$ cat src/cdc_pkg.sv
// ============================================================================
// cdc_pkg: shared types, codes and calendar functions
// Field widths, operation and order codes, controller state and command
// types, and the leap-year and month-length functions of the date counter.
// ============================================================================
package cdc_pkg;

    localparam int COUNT_BITS = 16;
    localparam int STEP_W     = 16;
    localparam int CNT_W      = (COUNT_BITS < STEP_W) ? COUNT_BITS : STEP_W;

    localparam int KIND_W  = 3;
    localparam int YEAR_W  = 14;
    localparam int MONTH_W = 4;
    localparam int DAY_W   = 5;
    localparam int ORDER_W = 2;

    // Width of a year plus a step count, with one carry bit.
    localparam int SUM_W = ((YEAR_W > CNT_W) ? YEAR_W : CNT_W) + 1;

    localparam logic [YEAR_W-1:0]  YEAR_MIN   = YEAR_W'(1);
    localparam logic [YEAR_W-1:0]  YEAR_MAX   = YEAR_W'(9999);
    localparam logic [YEAR_W-1:0]  YEAR_RESET = YEAR_W'(2000);
    localparam logic [MONTH_W-1:0] MONTH_JAN  = MONTH_W'(1);
    localparam logic [MONTH_W-1:0] MONTH_FEB  = MONTH_W'(2);
    localparam logic [MONTH_W-1:0] MONTH_DEC  = MONTH_W'(12);
    localparam logic [DAY_W-1:0]   DAY_FIRST  = DAY_W'(1);
    localparam logic [DAY_W-1:0]   DAY_28     = DAY_W'(28);
    localparam logic [DAY_W-1:0]   DAY_29     = DAY_W'(29);
    localparam logic [DAY_W-1:0]   DAY_30     = DAY_W'(30);
    localparam logic [DAY_W-1:0]   DAY_31     = DAY_W'(31);

    typedef logic [KIND_W-1:0]  t_kind;
    typedef logic [ORDER_W-1:0] t_order;

    localparam t_kind KIND_LOAD      = 3'd0;
    localparam t_kind KIND_FWD_DAYS  = 3'd1;
    localparam t_kind KIND_BACK_DAYS = 3'd2;
    localparam t_kind KIND_ADD_YEARS = 3'd3;
    localparam t_kind KIND_SUB_YEARS = 3'd4;
    localparam t_kind KIND_COMPARE   = 3'd5;

    localparam t_order ORDER_EQUAL   = 2'd0;
    localparam t_order ORDER_LATER   = 2'd1;
    localparam t_order ORDER_EARLIER = 2'd2;

    typedef enum logic [2:0] {
        ST_IDLE,
        ST_EXEC,
        ST_DAY,
        ST_YEAR,
        ST_EMIT
    } t_state;

    typedef struct packed {
        logic capture;
        logic exec;
        logic day_step;
        logic day_end;
        logic year_apply;
        logic emit;
    } t_cmd;

    typedef struct packed {
        logic is_day;
        logic is_year;
        logic day_done;
    } t_status;

    // Division by 100 through a fixed-point reciprocal: for years below 2**14
    // the fraction bits of year * 5243 / 2**19 stay under 4096 exactly when
    // the year is a multiple of 100, and the integer bits are year / 100.
    localparam int LEAP_PROD_W  = 27;
    localparam int LEAP_FRAC_W  = 19;
    localparam int LEAP_RECIP   = 5243;
    localparam int LEAP_THRESH  = 4096;

    function automatic logic is_leap(input logic [YEAR_W-1:0] year);
        logic [LEAP_PROD_W-1:0] prod;
        logic                   div100;
        logic [1:0]             cent_low;
        prod     = LEAP_PROD_W'(year) * LEAP_PROD_W'(LEAP_RECIP);
        div100   = prod[LEAP_FRAC_W-1:0] < LEAP_FRAC_W'(LEAP_THRESH);
        cent_low = prod[LEAP_FRAC_W+1:LEAP_FRAC_W];
        return div100 ? (cent_low == 2'd0) : (year[1:0] == 2'd0);
    endfunction

    function automatic logic [DAY_W-1:0] month_len(input logic [YEAR_W-1:0] year,
                                                   input logic [MONTH_W-1:0] month);
        logic [DAY_W-1:0] len;
        case (month) inside
            4'd1, 4'd3, 4'd5, 4'd7, 4'd8, 4'd10, 4'd12: len = DAY_31;
            4'd2:                                        len = is_leap(year) ? DAY_29 : DAY_28;
            4'd4, 4'd6, 4'd9, 4'd11:                     len = DAY_30;
            default:                                     len = '0;
        endcase
        return len;
    endfunction

endpackage

$ cat src/cdc_ctrl.sv
// ============================================================================
// cdc_ctrl: sequencing controller of the date counter
// Takes a word from the input channel, walks the datapath through the
// execute, day-step and year-apply phases, and hands the result word to the
// output register when that register is free.
// ============================================================================
module cdc_ctrl (
    input  logic             i_clk,
    input  logic             i_rst_n,
    input  logic             i_in_valid,
    output logic             o_in_ready,
    output logic             o_out_valid,
    input  logic             i_out_ready,
    input  cdc_pkg::t_status i_status,
    output cdc_pkg::t_cmd    o_cmd
);
    import cdc_pkg::*;

    t_state r_state, n_state;
    logic   r_out_valid, n_out_valid;
    logic   out_free;

    assign out_free    = !r_out_valid || i_out_ready;
    assign o_out_valid = r_out_valid;
    assign o_in_ready  = (r_state == ST_IDLE);

    always_ff @(posedge i_clk) begin
        if (!i_rst_n) begin
            r_state     <= ST_IDLE;
            r_out_valid <= 1'b0;
        end else begin
            r_state     <= n_state;
            r_out_valid <= n_out_valid;
        end
    end

    always_comb begin
        n_state = r_state;
        o_cmd   = '0;
        unique case (r_state)
            ST_IDLE: begin
                if (i_in_valid) begin
                    o_cmd.capture = 1'b1;
                    n_state       = ST_EXEC;
                end
            end
            ST_EXEC: begin
                o_cmd.exec = 1'b1;
                if (i_status.is_day) begin
                    n_state = ST_DAY;
                end else if (i_status.is_year) begin
                    n_state = ST_YEAR;
                end else begin
                    n_state = ST_EMIT;
                end
            end
            ST_DAY: begin
                if (i_status.day_done) begin
                    o_cmd.day_end = 1'b1;
                    n_state       = ST_EMIT;
                end else begin
                    o_cmd.day_step = 1'b1;
                end
            end
            ST_YEAR: begin
                o_cmd.year_apply = 1'b1;
                n_state          = ST_EMIT;
            end
            ST_EMIT: begin
                if (out_free) begin
                    o_cmd.emit = 1'b1;
                    n_state    = ST_IDLE;
                end
            end
            default: begin
                n_state = ST_IDLE;
            end
        endcase
        if (o_cmd.emit) begin
            n_out_valid = 1'b1;
        end else if (i_out_ready) begin
            n_out_valid = 1'b0;
        end else begin
            n_out_valid = r_out_valid;
        end
    end

    a_emit_sets_valid: assert property (@(posedge i_clk) disable iff (!i_rst_n)
        o_cmd.emit |=> r_out_valid)
        else $error("result word not presented after emit");

    a_capture_to_exec: assert property (@(posedge i_clk) disable iff (!i_rst_n)
        o_cmd.capture |=> (r_state == ST_EXEC))
        else $error("accepted word did not enter execute");

    a_day_loop_holds: assert property (@(posedge i_clk) disable iff (!i_rst_n)
        (r_state == ST_DAY && !i_status.day_done) |=> (r_state == ST_DAY))
        else $error("day loop left before its count ran out");

endmodule

$ cat src/cdc_dp.sv
// ============================================================================
// cdc_dp: datapath of the date counter
// Holds the stored date, the latched input word, the working date and the
// step counter of a day walk, and the output register of the result word.
// ============================================================================
module cdc_dp (
    input  logic                          i_clk,
    input  logic                          i_rst_n,
    input  cdc_pkg::t_cmd                 i_cmd,
    output cdc_pkg::t_status              o_status,
    input  logic [cdc_pkg::KIND_W-1:0]    i_kind,
    input  logic [cdc_pkg::YEAR_W-1:0]    i_year_in,
    input  logic [cdc_pkg::MONTH_W-1:0]   i_month_in,
    input  logic [cdc_pkg::DAY_W-1:0]     i_day_in,
    input  logic [cdc_pkg::STEP_W-1:0]    i_step_count,
    output logic [cdc_pkg::YEAR_W-1:0]    o_year_out,
    output logic [cdc_pkg::MONTH_W-1:0]   o_month_out,
    output logic [cdc_pkg::DAY_W-1:0]     o_day_out,
    output logic [cdc_pkg::ORDER_W-1:0]   o_order,
    output logic                          o_refused
);
    import cdc_pkg::*;

    // Stored date.
    logic [YEAR_W-1:0]  r_year, n_year;
    logic [MONTH_W-1:0] r_month, n_month;
    logic [DAY_W-1:0]   r_day, n_day;
    // Latched input word.
    t_kind              r_kind;
    logic [YEAR_W-1:0]  r_yi;
    logic [MONTH_W-1:0] r_mi;
    logic [DAY_W-1:0]   r_di;
    logic [CNT_W-1:0]   r_cnt;
    // Working date and day counter.
    logic [YEAR_W-1:0]  r_wy, n_wy;
    logic [MONTH_W-1:0] r_wm, n_wm;
    logic [DAY_W-1:0]   r_wd, n_wd;
    logic [CNT_W-1:0]   r_steps, n_steps;
    logic               r_ok, n_ok;
    t_order             r_order, n_order;
    logic               r_refused, n_refused;

    logic               load_ok;
    logic [SUM_W-1:0]   add_sum;
    logic               sub_ok;
    logic [DAY_W-1:0]   wlen;
    logic [DAY_W-1:0]   prev_len;

    assign o_status.is_day   = (r_kind == KIND_FWD_DAYS) || (r_kind == KIND_BACK_DAYS);
    assign o_status.is_year  = (r_kind == KIND_ADD_YEARS) || (r_kind == KIND_SUB_YEARS);
    assign o_status.day_done = (r_steps == '0) || !r_ok;

    assign load_ok  = (r_yi >= YEAR_MIN) && (r_yi <= YEAR_MAX) && (r_di >= DAY_FIRST)
                      && (r_di <= month_len(r_yi, r_mi));
    assign add_sum  = SUM_W'(r_year) + SUM_W'(r_cnt);
    assign sub_ok   = SUM_W'(r_cnt) < SUM_W'(r_year);
    assign wlen     = month_len(r_wy, r_wm);
    assign prev_len = month_len(r_wy, r_wm - MONTH_W'(1));

    always_comb begin
        n_year    = r_year;
        n_month   = r_month;
        n_day     = r_day;
        n_wy      = r_wy;
        n_wm      = r_wm;
        n_wd      = r_wd;
        n_steps   = r_steps;
        n_ok      = r_ok;
        n_order   = r_order;
        n_refused = r_refused;

        if (i_cmd.exec) begin
            n_order   = ORDER_EQUAL;
            n_refused = 1'b0;
            case (r_kind) inside
                KIND_LOAD: begin
                    // Month length is zero for a month code outside 1 to 12.
                    if (load_ok) begin
                        n_year  = r_yi;
                        n_month = r_mi;
                        n_day   = r_di;
                    end
                    n_refused = !load_ok;
                end
                KIND_FWD_DAYS, KIND_BACK_DAYS: begin
                    n_wy    = r_year;
                    n_wm    = r_month;
                    n_wd    = r_day;
                    n_steps = r_cnt;
                    n_ok    = 1'b1;
                end
                KIND_ADD_YEARS: begin
                    n_wy = add_sum[YEAR_W-1:0];
                    n_ok = add_sum <= SUM_W'(YEAR_MAX);
                end
                KIND_SUB_YEARS: begin
                    n_wy = r_year - YEAR_W'(r_cnt);
                    n_ok = sub_ok;
                end
                KIND_COMPARE: begin
                    if (r_year != r_yi) begin
                        n_order = (r_year > r_yi) ? ORDER_LATER : ORDER_EARLIER;
                    end else if (r_month != r_mi) begin
                        n_order = (r_month > r_mi) ? ORDER_LATER : ORDER_EARLIER;
                    end else if (r_day != r_di) begin
                        n_order = (r_day > r_di) ? ORDER_LATER : ORDER_EARLIER;
                    end
                end
                default: begin
                end
            endcase
        end

        if (i_cmd.day_step) begin
            n_steps = r_steps - CNT_W'(1);
            if (r_kind == KIND_FWD_DAYS) begin
                if (r_wm == MONTH_DEC && r_wd == DAY_31) begin
                    if (r_wy >= YEAR_MAX) begin
                        n_ok = 1'b0;
                    end else begin
                        n_wy = r_wy + YEAR_W'(1);
                        n_wm = MONTH_JAN;
                        n_wd = DAY_FIRST;
                    end
                end else if (r_wd >= wlen) begin
                    n_wm = r_wm + MONTH_W'(1);
                    n_wd = DAY_FIRST;
                end else begin
                    n_wd = r_wd + DAY_W'(1);
                end
            end else begin
                if (r_wm == MONTH_JAN && r_wd == DAY_FIRST) begin
                    if (r_wy <= YEAR_MIN) begin
                        n_ok = 1'b0;
                    end else begin
                        n_wy = r_wy - YEAR_W'(1);
                        n_wm = MONTH_DEC;
                        n_wd = DAY_31;
                    end
                end else if (r_wd == DAY_FIRST) begin
                    n_wm = r_wm - MONTH_W'(1);
                    n_wd = prev_len;
                end else begin
                    n_wd = r_wd - DAY_W'(1);
                end
            end
        end

        if (i_cmd.day_end) begin
            if (r_ok) begin
                n_year  = r_wy;
                n_month = r_wm;
                n_day   = r_wd;
            end
            n_steps   = '0;
            n_refused = !r_ok;
        end

        if (i_cmd.year_apply) begin
            if (r_ok) begin
                n_year = r_wy;
                // A leap day that lands in a common year becomes the 28th.
                if (r_month == MONTH_FEB && r_day == DAY_29 && !is_leap(r_wy)) begin
                    n_day = DAY_28;
                end
            end
            n_refused = !r_ok;
        end
    end

    always_ff @(posedge i_clk) begin
        if (!i_rst_n) begin
            r_year  <= YEAR_RESET;
            r_month <= MONTH_JAN;
            r_day   <= DAY_FIRST;
            r_steps <= '0;
        end else begin
            r_year  <= n_year;
            r_month <= n_month;
            r_day   <= n_day;
            r_steps <= n_steps;
        end
    end

    always_ff @(posedge i_clk) begin
        if (i_cmd.capture) begin
            r_kind <= i_kind;
            r_yi   <= i_year_in;
            r_mi   <= i_month_in;
            r_di   <= i_day_in;
            r_cnt  <= i_step_count[CNT_W-1:0];
        end
        r_wy      <= n_wy;
        r_wm      <= n_wm;
        r_wd      <= n_wd;
        r_ok      <= n_ok;
        r_order   <= n_order;
        r_refused <= n_refused;
        if (i_cmd.emit) begin
            o_year_out  <= r_year;
            o_month_out <= r_month;
            o_day_out   <= r_day;
            o_order     <= r_order;
            o_refused   <= r_refused;
        end
    end

    a_step_counts_down: assert property (@(posedge i_clk) disable iff (!i_rst_n)
        i_cmd.day_step |=> (r_steps == $past(r_steps) - CNT_W'(1)))
        else $error("day counter did not count down by one");

    a_refused_walk_holds: assert property (@(posedge i_clk) disable iff (!i_rst_n)
        (i_cmd.day_end && !r_ok) |=> ($stable(r_year) && $stable(r_month) && $stable(r_day)))
        else $error("stored date changed on a refused day walk");

    a_emit_shows_date: assert property (@(posedge i_clk) disable iff (!i_rst_n)
        i_cmd.emit |=> (o_year_out == r_year && o_month_out == r_month && o_day_out == r_day))
        else $error("result word does not match the stored date");

endmodule

$ cat src/calendar_date_counter_unit.sv
// ============================================================================
// calendar_date_counter_unit: Gregorian day, month and year counter
// Top level joining the sequencing controller and the date datapath.
// ============================================================================
// The unit holds one date between 0001-01-01 and 9999-12-31 (reset value
// 2000-01-01) and takes one word at a time: load, walk forward or back a
// number of days, add or subtract years, or compare. Each word returns one
// result word with the stored date, the compare order and a refused flag. A
// load, compare or unused code passes through execute and emit, and a year
// step also passes through year-apply. A day walk steps through the days
// in turn, as the datapath advances the working date by one calendar day
// per clock, and a walk refused at its k-th day stops there. A word whose
// result finds the output register still full waits in its last phase
// until that register is taken. The result sits in an output register, so
// the next word can be accepted while the previous result still waits to be
// taken.
module calendar_date_counter_unit (
    input  logic                          i_clk,
    input  logic                          i_rst_n,
    input  logic                          i_in_valid,
    output logic                          o_in_ready,
    input  logic [cdc_pkg::KIND_W-1:0]    i_kind,
    input  logic [cdc_pkg::YEAR_W-1:0]    i_year_in,
    input  logic [cdc_pkg::MONTH_W-1:0]   i_month_in,
    input  logic [cdc_pkg::DAY_W-1:0]     i_day_in,
    input  logic [cdc_pkg::STEP_W-1:0]    i_step_count,
    output logic                          o_out_valid,
    input  logic                          i_out_ready,
    output logic [cdc_pkg::YEAR_W-1:0]    o_year_out,
    output logic [cdc_pkg::MONTH_W-1:0]   o_month_out,
    output logic [cdc_pkg::DAY_W-1:0]     o_day_out,
    output logic [cdc_pkg::ORDER_W-1:0]   o_order,
    output logic                          o_refused
);
    import cdc_pkg::*;

    t_cmd    cmd;
    t_status status;

    cdc_ctrl u_ctrl (
        .i_clk       (i_clk),
        .i_rst_n     (i_rst_n),
        .i_in_valid  (i_in_valid),
        .o_in_ready  (o_in_ready),
        .o_out_valid (o_out_valid),
        .i_out_ready (i_out_ready),
        .i_status    (status),
        .o_cmd       (cmd)
    );

    cdc_dp u_dp (
        .i_clk        (i_clk),
        .i_rst_n      (i_rst_n),
        .i_cmd        (cmd),
        .o_status     (status),
        .i_kind       (i_kind),
        .i_year_in    (i_year_in),
        .i_month_in   (i_month_in),
        .i_day_in     (i_day_in),
        .i_step_count (i_step_count),
        .o_year_out   (o_year_out),
        .o_month_out  (o_month_out),
        .o_day_out    (o_day_out),
        .o_order      (o_order),
        .o_refused    (o_refused)
    );

endmodule
$ cat config.mk
export PLATFORM = sky130hd
export DESIGN_NAME = calendar_date_counter_unit
export DESIGN_NICKNAME = d
export VERILOG_FILES = /design/src/cdc_pkg.sv /design/src/cdc_ctrl.sv /design/src/cdc_dp.sv /design/src/calendar_date_counter_unit.sv
export SDC_FILE = /design/constraint.sdc
export NUM_CORES = 1
export LEC_CHECK = 0
export BUFFER_PORTS_ARGS = -buffer_cell sky130_fd_sc_hd__clkbuf_2
export CAP_MARGIN = 20
export CORE_UTILIZATION = 50
export DETAILED_ROUTE_END_ITERATION = 8
export GPL_TIMING_DRIVEN = 0
export PLACE_DENSITY = 0.78
export SLEW_MARGIN = 15
export SYNTH_ARGS = -nofsm -noshare
export SYNTH_HDL_FRONTEND = slang
export SYNTH_SLANG_ARGS = --single-unit
$ cat constraint.sdc
create_clock -name i_clk -period 9.4 [get_ports i_clk]
set_input_delay 1.88 -clock i_clk [delete_from_list [all_inputs] [get_ports i_clk]]
set_output_delay 1.88 -clock i_clk [all_outputs]
set_load 0.005 [all_outputs]
# Yosys cells after proc, flatten, opt, wreduce, memory -nomap -nowiden
# Cells that the tools add are included.
[word_totals]
ff_bits = 138
inputBits = 46
output_inout_bits = 28
word_cells = 250
[op_classes]
n_addsub = 9
n_mul = 2
magnitude_cmp = 14
n_eq_ne = 56
mux = 108
n_bitwise = 2
reduce_logical = 37
[op_table]
columns = ["op", "n"]
rows = [
  ["$mux 14", 18],
  ["$mux 5", 28],
  ["$mux 16", 4],
  ["$mux 4", 16],
  ["$eq 4x4->1 const B", 15],
  ["$eq 4x3->1 const B", 12],
  ["$mul 14x13->21 const B", 2],
  ["$lt 19x13->1 const B", 2],
  ["$mux 1", 29],
  ["$eq 4x2->1 const B", 7],
  ["$reduce_or 7->1", 3],
  ["$add 14x16->17", 1],
  ["$le 17x14->1 const B", 1],
  ["$logic_not 16->1", 1],
  ["$lt 16x14->1", 1],
  ["$sub 16x1->16 const B", 1],
  ["$mux 3", 5],
  ["$pmux 3 s5", 1],
  ["$add 14x1->14 const B", 1],
  ["$ge 14x1->1 const B", 1],
  ["$ge 14x14->1 const B", 1],
  ["$gt 14x14->1", 1],
  ["$le 14x1->1 const B", 1],
  ["$le 14x14->1 const B", 1],
  ["other kinds (35)", 75],
]

# Longest topological paths before layout
# Gate-level depths: netlist of run 1.
[logic_depth]
word_depth = 16
depth_mapped = 29
ltp_nobuf = 29

# Hierarchy
# A second synthesis of run 1 with hierarchy kept.
[hier_totals]
hier_cells = 1804
area_unflattened_um2 = 16394.5
[modules_own_cells]
columns = ["module", "instances", "cells_each", "area_each_um2", "seq_area_each_um2"]
rows = [
  ["cdc_dp", 1, 1774, 16096.7, 3393.3],
  ["cdc_ctrl", 1, 30, 297.8, 80.1],
]

# Least setup slack after synthesis of run 1
# No wires, ideal clock.
[synth_timing]
path_type = "reg-to-reg"
startpoint = "reg u_dp.r_wy[10]"
endpoint = "reg u_dp.r_wd[2]"
setup_ns = 0.079
arrival_ns = 6.726
t_required_ns = 9.321
setup_slack_ns = 2.595
path_stages_with_launch = 26
n_path_buf = 0
synth_period_minus_slack_ns = 6.805
path_cell_list = "dfxtp_1 ha_1 inv_1 fa_1 fa_1 inv_1 fa_1 fa_1 ha_1 a21o_1 a21o_1 a221oi_1 nand2_1 a211o_1 a211oi_1 mux2i_1 a21oi_1 ha_1 nand2b_1 a21o_1 a21o_1 a21o_1 a211oi_1 nand2_1 o311a_1 o211ai_1"
[synth_via]
elab_chain_len = 11
[synth_lines]
columns = ["element", "line", "rtl"]
rows = [
  ["start, declared", "cdc_dp.sv:35", "logic [YEAR_W-1:0] r_wy, n_wy;"],
  ["start signal, assigned", "cdc_dp.sv:193", "r_wy <= n_wy;"],
  ["$mul 14x13->21", "cdc_pkg.sv:82", "prod = LEAP_PROD_W'(year) * LEAP_PROD_W'(LEAP_RECIP);"],
  ["$lt 19x13->1 or $logic_not 2->1 (tied branches)", "cdc_pkg.sv:83, cdc_pkg.sv:85", ""],
  ["$mux 1", "cdc_pkg.sv:85", "return div100 ? (cent_low == 2'd0) : (year[1:0] == 2'd0);"],
  ["$mux 1", "cdc_pkg.sv:93", "4'd2: len = is_leap(year) ? DAY_29 : DAY_28;"],
  ["$mux 5 (2 in a row)", "cdc_pkg.sv:91", "case (month) inside"],
  ["$ge 5x5->1", "cdc_dp.sv:125", "end else if (r_wd >= wlen) begin"],
  ["$mux 5", "cdc_dp.sv:125", ""],
  ["$mux 5", "cdc_dp.sv:117", "if (r_wm == MONTH_DEC && r_wd == DAY_31) begin"],
  ["$mux 5 *", "cdc_dp.sv:116", "if (r_kind == KIND_FWD_DAYS) begin"],
  ["$mux 5 *", "cdc_dp.sv:114", "if (i_cmd.day_step) begin"],
  ["net u_dp.n_wd[2]", "cdc_dp.sv:37", "logic [DAY_W-1:0] r_wd, n_wd;"],
  ["end signal, assigned", "cdc_dp.sv:195", "r_wd <= n_wd;"],
  ["end, declared", "cdc_dp.sv:37", ""],
]
# The timed path passes the listed nets; every way through them passes the cells marked *.
# A chain may end at the register's enable or synchronous reset.

# Final worst setup path of run 1
[layout_timing]
startpoint = "reg u_dp.r_wy[11]"
endpoint = "reg u_dp.r_wd[2]"
# The elaborated chain is that of the path after synthesis.

==> metrics.cfg, run 1 <==
[clock_tree]
cts_tree = built
cts.hold.buffers_added = 0
cts_resized = 0
path_clk_slew_ps = 60
num_cts_buffers = 17
postCtsSetupBuffers = 0
ctsRootBufferMaster = sky130_fd_sc_hd__clkbuf_16
cts_buffer_depth = 2
cts_num_sinks = 138
clkLatencyLatePin_ps = 430
htreeDepth = 4

[place]
hpwlAfterDp_um = 37800
port_buffers = 73
globalplace.congestion = 0.986

[drt]
drc_markers = 0
wl_per_cell_um = 21.0
postRouteWirelength_um = 47400
drtAntennaViolNets = 0
avgViaCountPerCell = 6.07
first_iter_violations = 1306
first_pass_iters = 5
num_vias = 13700

[synthesis]
yosys_warns = 0
syn_nets = 2193
synth_enable_flop_cells = 71
yosysSeqAreaShare_pct = 21.6
mappedNetlistArea_um2 = 16100
synth_area_per_cell_um2 = 9.19
postSynth.asyncResetShare_pct = 0
post_synth_num_cell_types = 76
total_of_flip_flops_plus_latches_after_synthesis = 138
dominant_register_cell_in_the_synthesized_netlist = sky130_fd_sc_hd__edfxtp_1
syn-instance-count = 1749

[floorplan]
die_footprint_um2 = 32900
fp.dieW_um = 181
core_region_area_um2 = 31600
floorplan.initialDensity_pct = 50.9
die_height_um = 181
io_pins = 74
fp-row-count = 65

[critical_path]
cp-start-kind = register
startpoint = u_dp.r_wy[11]$_DFF_P_
cp_slowest_cell = sky130_fd_sc_hd__dfxtp_1
path_max_fanout = 14
regToRegStartpoint = u_dp.r_wy[11]$_DFF_P_
r2r_slack_ps = 870
critical_path_class = reg2reg
timing.reg2reg.worst_path_depth = 26
timing.critical_path.to_type = register
crit_end = u_dp.r_wd[2]$_DFF_P_
critical_path.max_stage_delay_ps = 840
critical_path_arrival_ps = 8880
critical_path.reg2reg.endpoint = u_dp.r_wd[2]$_DFF_P_
worst-endpoint-required_ps = 9750

[global_routing]
first_global_vias = 14200
global_route.overflow_total = 0
grtUsageTotal_pct = 29.8
largest_net_degree_at_the_start_of_global_routing = 29
grt_pass1_wl_um = 75900
antenna_found_initial = 0

[sta]
final_count_of_negative_setup_slack_endpoints = 0
layout_worst_path_cycle_share_pct = 90.7
finalWorstPathRequiredPeriod_ps = 8530
clock_skew_ps = 13.7
drv_slew = 0
max_freq_mhz = 117
final-hold-violation-count = 0
tightestPinTransition_ps = 996
timing.slew.headroom_pct = 32.7
setup-tns-final_ps = 0
rsz0062_at_grt = false

[finish]
antenna_cells_inserted = 0
num-fill-cells = 2857
layout.nets = 2287
area_delta_synth_final_pct = 9.64
multi_input_area_um2 = 11300
layout-drive-gt1-share_pct = 6.90
mostFrequentLayoutCell = sky130_fd_sc_hd__inv_1
final-seq-area_um2 = 3470
final_cell_mix = sky130_fd_sc_hd__inv_1, sky130_fd_sc_hd__ha_1, sky130_fd_sc_hd__fa_1

[flow_run]
timing.max_cap.violations = 0

[outcome]
outcome = complete, no violations

[worst_hold_path]
min-delay-path-class = reg2reg
hold-path-cell-count = 0

-- through the flow --
stage	worst slack (ps)	hold WS (ps)	instance area, um2	utilization [%]	std cells
after global routing	352	427	17600	55.8	2258
after CTS	950	426	17600	55.8	2258
after floorplan	2590	400	16100	-	1749
after global placement	1040	406	16900	53.7	2224
final	873	429	17600	55.8	2258
after detailed placement	1020	412	17000	53.8	2226
-- per-layer routing --
layer	global-route usage (%)	up-vias	part of all wire (%)
li1	-	6326	-
met1	37.4	6632	41
met2	48.8	617	46
met3	6.23	135	8.3
met4	14.1	2	4.8
met5	0	-	0.084
-- layout make-up --
class	count	share of cell area, %
timing repair buffer	75	2.34
buffer	57	1.26
clock inverter	13	1.09
tap	402	2.86
inverter	300	6.39
clock buffer	19	2.46
multi-input combinational	1254	63.9
sequential	138	19.7
-- worst min-delay path by stage --
stage                                  startpoint  slack [ps]                   endpoint
floorplan           u_dp.r_order[0]$_SDFFCE_PP0P_         400  u_dp.o_order[0]$_DFFE_PP_
global placement    u_dp.r_order[1]$_SDFFCE_PP0P_         410  u_dp.o_order[1]$_DFFE_PP_
detailed placement  u_dp.r_order[1]$_SDFFCE_PP0P_         410  u_dp.o_order[1]$_DFFE_PP_
CTS                 u_dp.r_order[1]$_SDFFCE_PP0P_         430  u_dp.o_order[1]$_DFFE_PP_
global route        u_dp.r_order[1]$_SDFFCE_PP0P_         430  u_dp.o_order[1]$_DFFE_PP_
finish              u_dp.r_order[1]$_SDFFCE_PP0P_         430  u_dp.o_order[1]$_DFFE_PP_
-- registers in the layout (all words and copies together), names as in the netlist, 2 cells and up --
register / cells
u_dp.r_wy: 14
u_dp.r_month: 4
u_dp.r_steps: 16
u_dp.r_cnt: 16
u_dp.r_wm: 4
u_dp.r_order: 2
u_dp.r_wd: 5
u_dp.o_day_out: 5
u_dp.r_di: 5
u_dp.r_yi: 14
u_dp.r_kind: 3
u_dp.o_month_out: 4
u_dp.r_day: 5
u_dp.r_year: 14
u_dp.o_order: 2
u_ctrl.r_state: 3
u_dp.r_mi: 4
u_dp.o_year_out: 14
-- logic make-up after synthesis --
group	share of synthesized area (%)
compound gates	17.7
mux	2.20
simple gates	11.4
buf+inv	8.39
fa+ha+maj	36.8
flops	21.6
xor+xnor	1.96
-- synthesized netlist by cell type (8+ instances only) --
cell	instances	share of area (%)
sky130_fd_sc_hd__ha_1	274	21
sky130_fd_sc_hd__a21o_1	15	0.70
sky130_fd_sc_hd__nor3_1	40	1.2
sky130_fd_sc_hd__nor4_1	9	0.35
sky130_fd_sc_hd__a31oi_1	16	0.62
sky130_fd_sc_hd__dfxtp_1	67	8.3
sky130_fd_sc_hd__nand2_1	111	2.6
sky130_fd_sc_hd__nand4_1	14	0.55
sky130_fd_sc_hd__a21oi_1	91	2.8
sky130_fd_sc_hd__mux2i_1	33	2.1
sky130_fd_sc_hd__a211oi_1	14	0.65
sky130_fd_sc_hd__o21ai_0	74	2.3
sky130_fd_sc_hd__fa_1	124	15
sky130_fd_sc_hd__nand2b_1	11	0.43
sky130_fd_sc_hd__o211ai_1	22	1.0
sky130_fd_sc_hd__o22ai_1	16	0.62
sky130_fd_sc_hd__a22oi_1	14	0.65
sky130_fd_sc_hd__and3_1	9	0.35
sky130_fd_sc_hd__xnor2_1	28	1.5
sky130_fd_sc_hd__and2_1	14	0.55
sky130_fd_sc_hd__clkbuf_1	53	1.2
sky130_fd_sc_hd__o221ai_1	11	0.60
sky130_fd_sc_hd__a221oi_1	13	0.71
sky130_fd_sc_hd__a221o_1	12	0.75
sky130_fd_sc_hd__nor2b_1	15	0.58
sky130_fd_sc_hd__o21a_1	19	0.89
sky130_fd_sc_hd__or3_1	11	0.43
sky130_fd_sc_hd__nor2_1	76	1.8
sky130_fd_sc_hd__o211a_1	16	1.0
sky130_fd_sc_hd__inv_1	299	7.0
sky130_fd_sc_hd__edfxtp_1	71	13
sky130_fd_sc_hd__or2_2	9	0.35
sky130_fd_sc_hd__xor2_1	8	0.44
sky130_fd_sc_hd__nand3_1	30	0.93
-- critical path: cells and delay by family, from the launching register on --
family	cells	cell delay (ps)
AOI/OAI and AO/OA	11	3170
adders and majority gates	6	2650
buffers and inverters	4	550
DFF	1	840
muxes	1	730
and+or+nand+nor	4	510
Power of run 1 is not shown: default switching activity piles up to over one toggle a cycle in this logic, so the estimate is an artifact.
==> run 2, diff against run 1 <==
CTS_CLUSTER_SIZE = 24   (was default)
PLACE_DENSITY = 0.73   (was 0.78)
REMOVE_ABC_BUFFERS = 1   (was default)
==> run 2 against run 1 <==
  * Clock-buffer cell count down 1
  * Routed wire length down 11%
  * Non-clock buffer count down 50
  * Critical endpoint unchanged
  * Largest cell class unchanged
==> metrics.cfg, run 2 (synthesis results as in run 1) <==
[outcome]
outcome = complete, no violations

[finish]
layout-drive-gt1-share_pct = 7.75  ; +0.86 points
post-route-util_pct = 55.2  ; -0.58 points
mostFrequentLayoutCell = sky130_fd_sc_hd__inv_1
area_delta_synth_final_pct = 8.50
reg_top3 = u_dp.r_cnt: 16 flops, u_dp.r_steps: 16 flops
layout.nets = 2237  ; -2.2%
final_cell_mix = sky130_fd_sc_hd__inv_1, sky130_fd_sc_hd__ha_1, sky130_fd_sc_hd__fa_1
antenna_cells_inserted = 0  ; unchanged
finalInstanceArea_um2 = 17400  ; -1.0%

[critical_path]
startpoint = u_dp.r_wy[11]$_DFF_P_
cp.buffers_inverters = 4  ; unchanged
worst-endpoint-required_ps = 9760  ; about the same
path_max_fanout = 14  ; unchanged
cp-start-kind = register
timing.critical_path.to_type = register
regToRegStartpoint = u_dp.r_wy[11]$_DFF_P_
critical_path.max_stage_delay_ps = 760  ; -80 ps
critical_path_arrival_ps = 8550  ; -330 ps
critical_path_class = reg2reg
cp_slowest_cell = sky130_fd_sc_hd__dfxtp_1
timing.critical_path.max_delay_family = compound AO/OA/AOI/OAI gates

[global_routing]
grtUsageTotal_pct = 26.5  ; -3.3 points
grt_pass1_wl_um = 68400  ; -9.8%
antenna_found_initial = 0  ; unchanged
global_route.overflow_total = 0  ; unchanged
largest_net_degree_at_the_start_of_global_routing = 30  ; +3.4%
first_global_vias = 13100  ; -8.1%

[place]
port_buffers = 73  ; unchanged
hpwlAfterDp_um = 34200  ; -9.6%
placement.cell_area_um2 = 16800  ; -0.83%
globalplace.congestion = 0.938  ; -4.9%

[drt]
num_vias = 13100  ; -4.7%
drtAntennaViolNets = 0  ; unchanged
postRouteWirelength_um = 42400  ; -11%
first_pass_iters = 5  ; unchanged
first_iter_violations = 846  ; -35%
avgViaCountPerCell = 5.92  ; -2.5%
wl_per_cell_um = 19.2  ; -8.5%
drc_markers = 0  ; unchanged

[sta]
tightestPinTransition_ps = 1130  ; +135 ps
clock_skew_ps = 12.9  ; -0.825 ps
whs_ps = 430  ; +1.08 ps
final_count_of_negative_setup_slack_endpoints = 0  ; unchanged
rsz0062_at_grt = false
setup-tns-final_ps = 0  ; unchanged
max_freq_mhz = 122  ; +4.2%
final-hold-violation-count = 0  ; unchanged
drv_slew = 0  ; unchanged
layout_worst_path_cycle_share_pct = 87.1  ; -3.6 points
finalWorstPathRequiredPeriod_ps = 8180  ; -343 ps
timing.slew.headroom_pct = 24.6  ; -8.1 points

[clock_tree]
htreeDepth = 4  ; unchanged
postCtsSetupBuffers = 0  ; unchanged
clkLatencyLatePin_ps = 440  ; about the same
cts_tree = built
cts_buffer_depth = 2  ; unchanged
cts.hold.buffers_added = 0  ; unchanged
ctsRootBufferMaster = sky130_fd_sc_hd__clkbuf_16
cts_num_sinks = 138  ; unchanged
path_clk_slew_ps = 70  ; about the same
cts_resized = 0  ; unchanged
num_cts_buffers = 17  ; unchanged

[floorplan]
die_footprint_um2 = 32900  ; unchanged
floorplan.initialDensity_pct = 50.9  ; unchanged
io_pins = 74  ; unchanged
die_height_um = 181  ; unchanged
core_region_area_um2 = 31600  ; unchanged
fp.dieW_um = 181  ; unchanged
fp-row-count = 65  ; unchanged

[worst_hold_path]
startpoint_of_the_most_critical_hold_path = u_dp.r_order[1]$_SDFFCE_PP0P_
min-delay-path-class = reg2reg

[flow_run]
timing.max_cap.violations = 0  ; unchanged

[run 2: changes by cell type in the layout (fill, tap and decap cells not counted), moves of 3 or more]
cell,before,now
sky130_fd_sc_hd__buf_1,3,0
sky130_fd_sc_hd__buf_4,0,6
sky130_fd_sc_hd__bufinv_16,4,1
sky130_fd_sc_hd__clkbuf_1,55,0
sky130_fd_sc_hd__inv_4,0,4
sky130_fd_sc_hd__nor3_1,40,37
sky130_fd_sc_hd__nor3_2,0,3
[run 2: layout make-up]
| cell class | count | area [um2] |
|---|---|---|
| Multi-Input combinational cell | 1254 | 11300 |
| Inverter | 300 | 1130 |
| Sequential cell | 138 | 3470 |
| Timing Repair Buffer | 82 | 460 |
| Fill cell | 2833 | 14100 |
| Tap cell | 402 | 503 |
| Clock buffer | 18 | 450 |
| Clock inverter | 14 | 131 |
[run 2: final timing paths]
kind,to,slack (ps),depth (start not counted)
setup / recovery,u_dp.r_wd[2]$_DFF_P_,1220,26
hold / removal,u_dp.o_order[1]$_DFFE_PP_,430,0
setup reg to reg,u_dp.r_wd[2]$_DFF_P_,1220,26
hold reg to reg,u_dp.o_order[1]$_DFFE_PP_,430,0
[run 2: worst reg2reg max path: cells and delay by family, from the launching register on]
| kind | cells | cell delay [ps] |
|---|---|---|
| adders and majority gates | 6 | 2630 |
| muxes | 1 | 610 |
| DFF | 1 | 760 |
| and+or+nand+nor | 4 | 480 |
| buffers and inverters | 4 | 500 |
| AOI/OAI and AO/OA | 11 | 3130 |
[run 2: routing by layer]
layer / GRT usage [%] / up-vias / share of wire, %
met2: 46.7 / 419 / 50
li1: - / 6216 / -
met1: 32.7 / 6344 / 42
met4: 10.9 / 0 / 3.5
met3: 3.20 / 89 / 4.9
met5: 0 / - / 0
[run 2: stage by stage]
stage / std cells / setup slack [ps]
after floorplan: 1692 / 919
after global placement: 2167 / -1260
after detailed placement: 2176 / 1330
after CTS: 2208 / 1290
after global routing: 2208 / 699
final: 2208 / 1220
Power of run 2 is left out for the same reason.
==> run 3, diff against run 2 <==
PLACE_DENSITY = 0.76   (was 0.73)
RECOVER_POWER = 25   (was default)
clock period = 6.9 ns   (was 9.4 ns; I/O delays follow)
==> run 3 against run 2 <==
  * Sequential cell count unchanged
  * Critical path type unchanged
  * Via count up 7.3%
  * Clock skew down 1.5 ps
  * The flow now finishes with violations (setup timing)
  * Sequential share of layout area down 1.2 points
  * Non-clock buffer count up 122
  * First-iteration DRC count up 26%
  * Routed wire length up 11%
  * Global-route usage up 0.85 points
  * Final cell count up 5.5%
  * Largest cell class unchanged
==> metrics.cfg, run 3 (synthesis results as in run 1) <==
[outcome]
outcome = finished with violations
violated_checks = setup timing

[place]
port_buffers = 73  ; unchanged
placement.cell_area_um2 = 16800  ; about the same
globalplace.congestion = 0.932  ; -0.54%
hpwlAfterDp_um = 34600  ; +1.3%
dp.cells = 2176  ; unchanged
place_ws_ps = -1220  ; -2560 ps

[finish]
finalInstanceArea_um2 = 18900  ; +8.2%
num-fill-cells = 2556  ; -9.8%
mostFrequentLayoutCell = sky130_fd_sc_hd__inv_1
antenna_cells_inserted = 0  ; unchanged
layout-drive-gt1-share_pct = 17.5  ; +9.7 points
layoutNonFillerInstCount = 2330  ; +5.5%
final-seq-area_um2 = 3530  ; +1.5%
multi_input_area_um2 = 11700  ; +3.5%
final_cell_mix = sky130_fd_sc_hd__inv_1, sky130_fd_sc_hd__ha_1, sky130_fd_sc_hd__fa_1
layout.nets = 2359  ; +5.5%
reg_top3 = u_dp.r_cnt: 16 flops, u_dp.r_steps: 16 flops
area_delta_synth_final_pct = 17.4

[clock_tree]
htreeDepth = 4  ; unchanged
clkLatencyLatePin_ps = 440  ; about the same
ctsRootBufferMaster = sky130_fd_sc_hd__clkbuf_16
cts_buffer_depth = 2  ; unchanged
cts_tree = built
num_cts_buffers = 17  ; unchanged
path_clk_slew_ps = 70  ; about the same
cts_num_sinks = 138  ; unchanged

[sta]
max_freq_mhz = 145  ; +19%
drv_slew = 0  ; unchanged
tightestPinTransition_ps = 1080  ; -53.4 ps
rsz0062_at_grt = true
clock_skew_ps = 11.4  ; -1.45 ps
layout_worst_path_cycle_share_pct = 100  ; +13 points
final-hold-violation-count = 0  ; unchanged
worst_slack_ps = -1.13  ; -1220 ps
final_count_of_negative_setup_slack_endpoints = 1  ; +1
timing.slew.headroom_pct = 28.2  ; +3.6 points
finalWorstPathRequiredPeriod_ps = 6900  ; -1280 ps

[global_routing]
grtUsageTotal_pct = 27.3  ; +0.85 points
grt_use_met3_pct = 3.55  ; +0.34 points
largest_net_degree_at_the_start_of_global_routing = 30  ; unchanged
grt_pass1_wl_um = 70700  ; +3.4%
globalRoute.busiestLayer = met2
groute.layer.met2.usage_pct = 48.5  ; +1.8 points
first_global_vias = 13900  ; +5.8%
use_met1_pct = 32.7  ; about the same
antenna_found_initial = 0  ; unchanged
global_route.overflow_total = 0  ; unchanged

[floorplan]
floorplan.initialDensity_pct = 50.9  ; unchanged
fp.dieW_um = 181  ; unchanged
core_region_area_um2 = 31600  ; unchanged
die_footprint_um2 = 32900  ; unchanged
fp-row-count = 65  ; unchanged
die_height_um = 181  ; unchanged
io_pins = 74  ; unchanged

[critical_path]
cp_slowest_cell = sky130_fd_sc_hd__fa_1
cp.buffers_inverters = 6  ; +2
critical_path.reg2reg.endpoint = u_dp.r_month[0]$_SDFF_PN1_
critical_path_class = reg2reg
most_numerous_cell_on_the_critical_path = sky130_fd_sc_hd__fa_1
startpoint = u_dp.r_yi[7]$_DFFE_PP_
critical_path_arrival_ps = 7200  ; -1350 ps
timing.critical_path.to_type = register
regToRegStartpoint = u_dp.r_yi[7]$_DFFE_PP_
timing.reg2reg.worst_path_depth = 29  ; +12%
path_max_fanout = 4  ; -10
worst-endpoint-required_ps = 7200  ; -2560 ps
critical_path.max_stage_delay_ps = 540  ; -220 ps
timing.critical_path.max_delay_family = adder cells
r2r_slack_ps = -1  ; -1220 ps
cp-start-kind = register

[drt]
avgViaCountPerCell = 6.02  ; +1.7%
first_pass_iters = 8  ; +3
first_iter_violations = 1062  ; +26%
wl_per_cell_um = 20.2  ; +5.0%
num_vias = 14000  ; +7.3%
drtAntennaViolNets = 0  ; unchanged
drc_markers = 0  ; unchanged
postRouteWirelength_um = 47000  ; +11%

[worst_hold_path]
hold-path-cell-count = 0  ; unchanged
hold_path_end = u_dp.o_order[1]$_DFFE_PP_
startpoint_of_the_most_critical_hold_path = u_dp.r_order[1]$_SDFFCE_PP0P_
min-delay-path-class = reg2reg

[flow_run]
timing.max_cap.violations = 0  ; unchanged

run 3: cell types whose count changed in the layout (fill, tap and decap cells not counted), moves of 4 or more:
cell and delta:
sky130_fd_sc_hd__a21oi_1 -4, sky130_fd_sc_hd__buf_4 +110, sky130_fd_sc_hd__buf_6 +7, sky130_fd_sc_hd__clkinvlp_4 +9, sky130_fd_sc_hd__dfxtp_1 -14, sky130_fd_sc_hd__dfxtp_4 +14
sky130_fd_sc_hd__ha_1 -24, sky130_fd_sc_hd__ha_2 +7, sky130_fd_sc_hd__ha_4 +17, sky130_fd_sc_hd__inv_1 -17, sky130_fd_sc_hd__inv_2 +11
run 3: routing by layer:
layer,vias to the layer above,part of all wire [%],wire length [um]
met1,6836,39,18500
met3,147,5.4,2540
met5,-,0,0
met2,567,50,23600
li1,6473,-,-
met4,0,4.9,2300
run 3: worst max-delay path by stage:
stage / cells past startpoint / end
6_report: 29 / u_dp.r_month[0]$_SDFF_PN1_
5_1_grt: 29 / u_dp.r_month[0]$_SDFF_PN1_
4_1_cts: 29 / u_dp.r_year[7]$_SDFF_PN1_
3_5_place_dp: 25 / u_dp.r_wd[2]$_DFF_P_
3_3_place_gp: 27 / u_dp.r_month[0]$_SDFF_PN1_
2_1_floorplan: 27 / u_dp.r_month[0]$_SDFF_PN1_
run 3: worst reg2reg max path: cells and delay by family, from the launching register on:
kind,cells,cell delay [ps]
muxes,3,800
AOI/OAI and AO/OA,8,1490
buffers and inverters,6,540
and+or+nand+nor,5,750
DFF,1,450
adders and majority gates,7,2730
run 3: cell type report:
cell class / count / share of cell area, %
clock buffer: 19 / 2.46
multi-input combinational: 1254 / 61.9
tap: 402 / 2.67
timing repair buffer: 204 / 7.59
clock inverter: 13 / 0.617
inverter: 300 / 6.09
sequential: 138 / 18.7
run 3: metrics by stage:
stage | utilization (%) | TNS [ps] | hold slack [ps]
floorplan | - | -32480 | 400
global placement | 53.0 | -77860 | 402
detailed placement | 53.4 | -20920 | 417
CTS | 56.2 | -76.7 | 432
global route | 59.8 | -4730 | 440
finish | 59.8 | -1.13 | 426
run 3: timing repair:
item                                    in CTS  in global routing
buffers inserted                            29                 93
endpoints found under the hold margin        0                  0
hold buffers                                 0                  0
pin swaps                                    4                 64
gates resized for setup                     35                 75
gates cloned                                 0                  1
endpoints found under the setup margin      33                 33
Power of run 3 is left out for the same reason.
